===== config.mk =====
export PLATFORM = sky130hd
export DESIGN_NAME = smx_alu
export DESIGN_NICKNAME = d
export VERILOG_FILES = /design/src/hdl/smx_pkg.sv /design/src/hdl/smx_alu.sv
export SDC_FILE = /design/constraint.sdc
export NUM_CORES = 2
export LEC_CHECK = 0
export ABC_AREA = 1
export BUFFER_PORTS_ARGS = -buffer_cell sky130_fd_sc_hd__buf_2
export CORE_MARGIN = 8
export CORE_UTILIZATION = 45
export CTS_CLUSTER_DIAMETER = 120
export DETAILED_ROUTE_END_ITERATION = 12
export SYNTH_ARGS = -nofsm -noshare
export SYNTH_HDL_FRONTEND = slang
export SYNTH_SLANG_ARGS = --single-unit
export TNS_END_PERCENT = 5

===== constraint.sdc =====
create_clock -name aclk -period 12.55 [get_ports aclk]
set_clock_uncertainty 0.2 [all_clocks]
set_input_delay 0 -clock aclk [delete_from_list [all_inputs] [get_ports aclk]]
set_output_delay 0 -clock aclk [all_outputs]
set_load 0.03 [all_outputs]

===== src/hdl/smx_pkg.sv =====
package smx_pkg;

    localparam int DATA_W              = 32;
    localparam int STACK_DEPTH_DEFAULT = 256;

    // Instruction codes
    localparam logic [3:0] FUNC_LOAD = 4'd0;
    localparam logic [3:0] FUNC_PUSH = 4'd1;
    localparam logic [3:0] FUNC_POP  = 4'd2;
    localparam logic [3:0] FUNC_ADD  = 4'd3;
    localparam logic [3:0] FUNC_SUB  = 4'd4;
    localparam logic [3:0] FUNC_MUL  = 4'd5;
    localparam logic [3:0] FUNC_DIV  = 4'd6;
    localparam logic [3:0] FUNC_OUT  = 4'd7;
    localparam logic [3:0] FUNC_END  = 4'd8;

    // Fault codes
    localparam logic [1:0] FAULT_NONE  = 2'd0;
    localparam logic [1:0] FAULT_OVER  = 2'd1;
    localparam logic [1:0] FAULT_UNDER = 2'd2;
    localparam logic [1:0] FAULT_DIV0  = 2'd3;

    typedef struct packed {
        logic [3:0]               func;
        logic signed [DATA_W-1:0] immediate;
    } in_item_t;

    typedef struct packed {
        logic                     emitted;
        logic signed [DATA_W-1:0] emitted_value;
        logic [1:0]               fault;
    } out_item_t;

    typedef enum logic [1:0] {
        ALU_ADD,
        ALU_SUB,
        ALU_MUL,
        ALU_DIV
    } alu_op_t;

    typedef struct packed {
        logic    start;
        alu_op_t op;
    } alu_req_t;

    typedef enum logic [1:0] {
        ALU_IDLE,
        ALU_DIVIDE,
        ALU_FINISH
    } alu_state_t;

    typedef enum logic [1:0] {
        SEQ_IDLE,
        SEQ_FETCH,
        SEQ_EXEC,
        SEQ_RESP
    } seq_state_t;

endpackage


===== src/hdl/smx_alu.sv =====
module smx_alu (
    input  logic                       aclk,
    input  logic                       aresetn,
    input  smx_pkg::alu_req_t          req,
    input  logic [smx_pkg::DATA_W-1:0] opa,
    input  logic [smx_pkg::DATA_W-1:0] opb,
    output logic                       done,
    output logic [smx_pkg::DATA_W-1:0] result
);

    localparam int W  = smx_pkg::DATA_W;
    localparam int CW = $clog2(W);

    smx_pkg::alu_state_t state_reg, state_next;
    logic [W-1:0]  result_reg, result_next;
    logic [W-1:0]  rem_reg, rem_next;
    logic [W-1:0]  quo_reg, quo_next;
    logic [W-1:0]  dmag_reg, dmag_next;
    logic          neg_reg, neg_next;
    logic [CW-1:0] count_reg, count_next;

    logic [W:0]    rem_shift;
    logic          step_ge;
    logic [W:0]    step_diff;
    logic [W-1:0]  quo_step;

    // Control state
    always_ff @(posedge aclk) begin
        if (!aresetn) begin
            state_reg <= smx_pkg::ALU_IDLE;
            count_reg <= '0;
        end else begin
            state_reg <= state_next;
            count_reg <= count_next;
        end
    end

    // Datapath registers
    always_ff @(posedge aclk) begin
        result_reg <= result_next;
        rem_reg    <= rem_next;
        quo_reg    <= quo_next;
        dmag_reg   <= dmag_next;
        neg_reg    <= neg_next;
    end

    // One restoring division step: shift in the next dividend bit, subtract if it fits
    always_comb begin
        rem_shift = {rem_reg, quo_reg[W-1]};
        step_ge   = (rem_shift >= {1'b0, dmag_reg});
        step_diff = rem_shift - {1'b0, dmag_reg};
        quo_step  = {quo_reg[W-2:0], step_ge};
    end

    // Sequence the operation
    always_comb begin
        state_next  = state_reg;
        count_next  = count_reg;
        result_next = result_reg;
        rem_next    = rem_reg;
        quo_next    = quo_reg;
        dmag_next   = dmag_reg;
        neg_next    = neg_reg;
        case (state_reg)
            smx_pkg::ALU_IDLE: begin
                if (req.start) begin
                    case (req.op)
                        smx_pkg::ALU_ADD: begin
                            result_next = opa + opb;
                            state_next  = smx_pkg::ALU_FINISH;
                        end
                        smx_pkg::ALU_SUB: begin
                            result_next = opa - opb;
                            state_next  = smx_pkg::ALU_FINISH;
                        end
                        smx_pkg::ALU_MUL: begin
                            result_next = opa * opb;
                            state_next  = smx_pkg::ALU_FINISH;
                        end
                        default: begin
                            // Divide on magnitudes, fix the sign at the end
                            rem_next   = '0;
                            quo_next   = opa[W-1] ? (W'(0) - opa) : opa;
                            dmag_next  = opb[W-1] ? (W'(0) - opb) : opb;
                            neg_next   = opa[W-1] ^ opb[W-1];
                            count_next = '0;
                            state_next = smx_pkg::ALU_DIVIDE;
                        end
                    endcase
                end
            end
            smx_pkg::ALU_DIVIDE: begin
                rem_next   = step_ge ? step_diff[W-1:0] : rem_shift[W-1:0];
                quo_next   = quo_step;
                count_next = count_reg + CW'(1);
                if (count_reg == CW'(W - 1)) begin
                    result_next = neg_reg ? (W'(0) - quo_step) : quo_step;
                    state_next  = smx_pkg::ALU_FINISH;
                end
            end
            smx_pkg::ALU_FINISH: begin
                state_next = smx_pkg::ALU_IDLE;
            end
            default: begin
                state_next = smx_pkg::ALU_IDLE;
            end
        endcase
    end

    assign done   = (state_reg == smx_pkg::ALU_FINISH);
    assign result = result_reg;

endmodule

==> metrics.txt <==
Cell variety after synth 51; Vias 25350; DP HPWL 70150 µm; Sum Neg Setup Slack 0 ps; vias per cell 5.218; Hold-fix buffers, CTS 26; pin count of the biggest net entering global routing 90; syn_nets 4676; Max Slew Vio Count 0; global route overflow 0; most common cell in the netlist nand2_1; Port-buffer cells 101; Synth top area share 28.40%; row count 93; wire per inst 18.82 µm; Syn Inst Count 4005; initial antenna violation count 6; cell taking the most area after synthesis fa_1; critical path data arrival time 7270 ps; Layout Nets 4656; Hold EP dmag_reg[14]; pre-CTS setup slack 5140 ps; Post-CTS Setup Inserts 0; DRT Pass-1 Iters 5; Post-route DRC 0; CP most frequent cell fa_1; CTS Buf Count 17; CTS clk-pin slew, worst paths 70 ps; RR Endpoint result[30]; layout cell share with drive strength beyond 1 5.103%; CP peak stage delay 560 ps; Layout fillers 6499; Tot GR Track Use 24.96%; slowest CP cell fa_1; synthesized area 28900 µm²; initial DRC count 2137; Top FF cell, synth edfxtp_1; Period minus WS final 7269 ps; Worst Setup End Kind flop; Slew @ Worst Pin 1004 ps; Tcrit/Tclk final 57.92%; Worst Hold Class input pin to flop; Core Footprint 64000 µm²; HP Start opb[14]; top post-synthesis cells by area fa_1, edfxtp_1, nand2_1, inv_1, ha_1; CTS root buf clkbuf_16; post-cts sizing count 0; synth cell count leaders nand2_1, inv_1, fa_1; cell total after placement 4795; Die Y 269.4 µm; ys async rst share 0%; Final WS setup 5281 ps; status completed; CP Max Fanout 18; FF-to-FF path depth 24; FF+latch count, synth 136; Achievable Freq 137.6 MHz; Rel. slew slack 32.89%; Top-Level Pins 102; CTS tree yes; CP required 12550 ps; Hold Path Depth 3; Placer Congestion 0.9699; Initial Util 45.16%; die area 72590 µm²; Max Cap Violations 0; RSZ-0062 raised after global routing no; Max clock buf depth 2; vias in the first global route 25130; clock sink total 136; final setup violating endpoints 0; first-pass GRT wire length 143400 µm; Synth Area per Inst 7.216 µm²; crit path kind input pin to flop; final core utilization 48.15%; CTS H-tree depth 4; area growth from synthesis to layout 6.624%; worst skew pair latency 450 ps; die width 269.4 µm; launching point of the worst reg2reg path rem_reg[1]; fin cells 4858; Post-synth EDFFs 129; ANT nets after route 0; Syn. warnings 0; critical path launch point type input pin; register-to-register setup slack 7640 ps; Seq/Total Area, Yosys 13.89%; Post-Route WL 91420 µm; Hold Fails Final Rpt 0
## cells by family (layout without fill, tap and decap cells)
group	count (synthesis)	count (layout)	share of synthesized area, %
fa+ha+maj	602	602	36.71
xor+xnor	110	110	3.334
buf+inv	1167	1160	15.24
compound gates	485	485	9.191
other cells	0	5	0
simple gates	1505	1505	21.63
flops	136	136	13.89
## placed cells by master, fill, tap and decap left out, types with 26 or more instances in the layout
cell	count
ha_1	192
nor3_1	29
inv_1	976
nand4_1	40
xor2_1	64
fa_1	410
a21oi_1	170
nand3_1	158
o21ai_0	211
xnor2_1	46
edfxtp_1	129
nand2_1	1010
nor2_1	196
dlygate4sd3_1	26
buf_2	101
## worst max path at each step
stage,startpoint,endpoint,slack [ps],cells after the start
floorplan,opb[14],result[30],5870,26
global placement,opa[12],result[30],5090,26
detailed placement,opa[12],result[30],5140,26
CTS,opa[20],result[27],5330,26
global route,opa[20],result[31],4930,29
finish,opa[20],result[29],5280,28
## metrics by stage
step,hold slack [ps],instance area [µm²]
after floorplan,-101.1,28900
after global placement,70.11,29950
after detailed placement,79.96,29950
after CTS,21.92,30800
after global routing,63.44,30810
final,47.45,30810
## area by class of cell
class                           count  area, µm²  area share (%)
Inverter                          980       3679           11.94
Clock buffer                       17      425.4           1.381
Multi-Input combinational cell   2702      20520           66.59
Timing Repair Buffer              148      923.4           2.997
Antenna cell                        5      12.51         0.04060
Clock inverter                     15      171.4          0.5563
Sequential cell                   136       4014           13.03
Tap cell                          855       1070           3.472
## critical path: cells and delay by family
family,cells,cell delay (ps)
adders and majority gates,9,4200
and+or+nand+nor,12,1460
buffers and inverters,5,1220
AOI/OAI and AO/OA,2,360
## routing by layer
metal  track usage [%]  up-vias  share of wire (%)
met3             2.337      152                6.4
met5                 0        -                  0
met2             41.15      905                 46
met4             9.136        0                3.6
li1                  -    12110                  -
met1             34.06    12180                 44
Power is not shown: default switching activity piles up to over one toggle a cycle in this logic, so the estimate is an artifact.
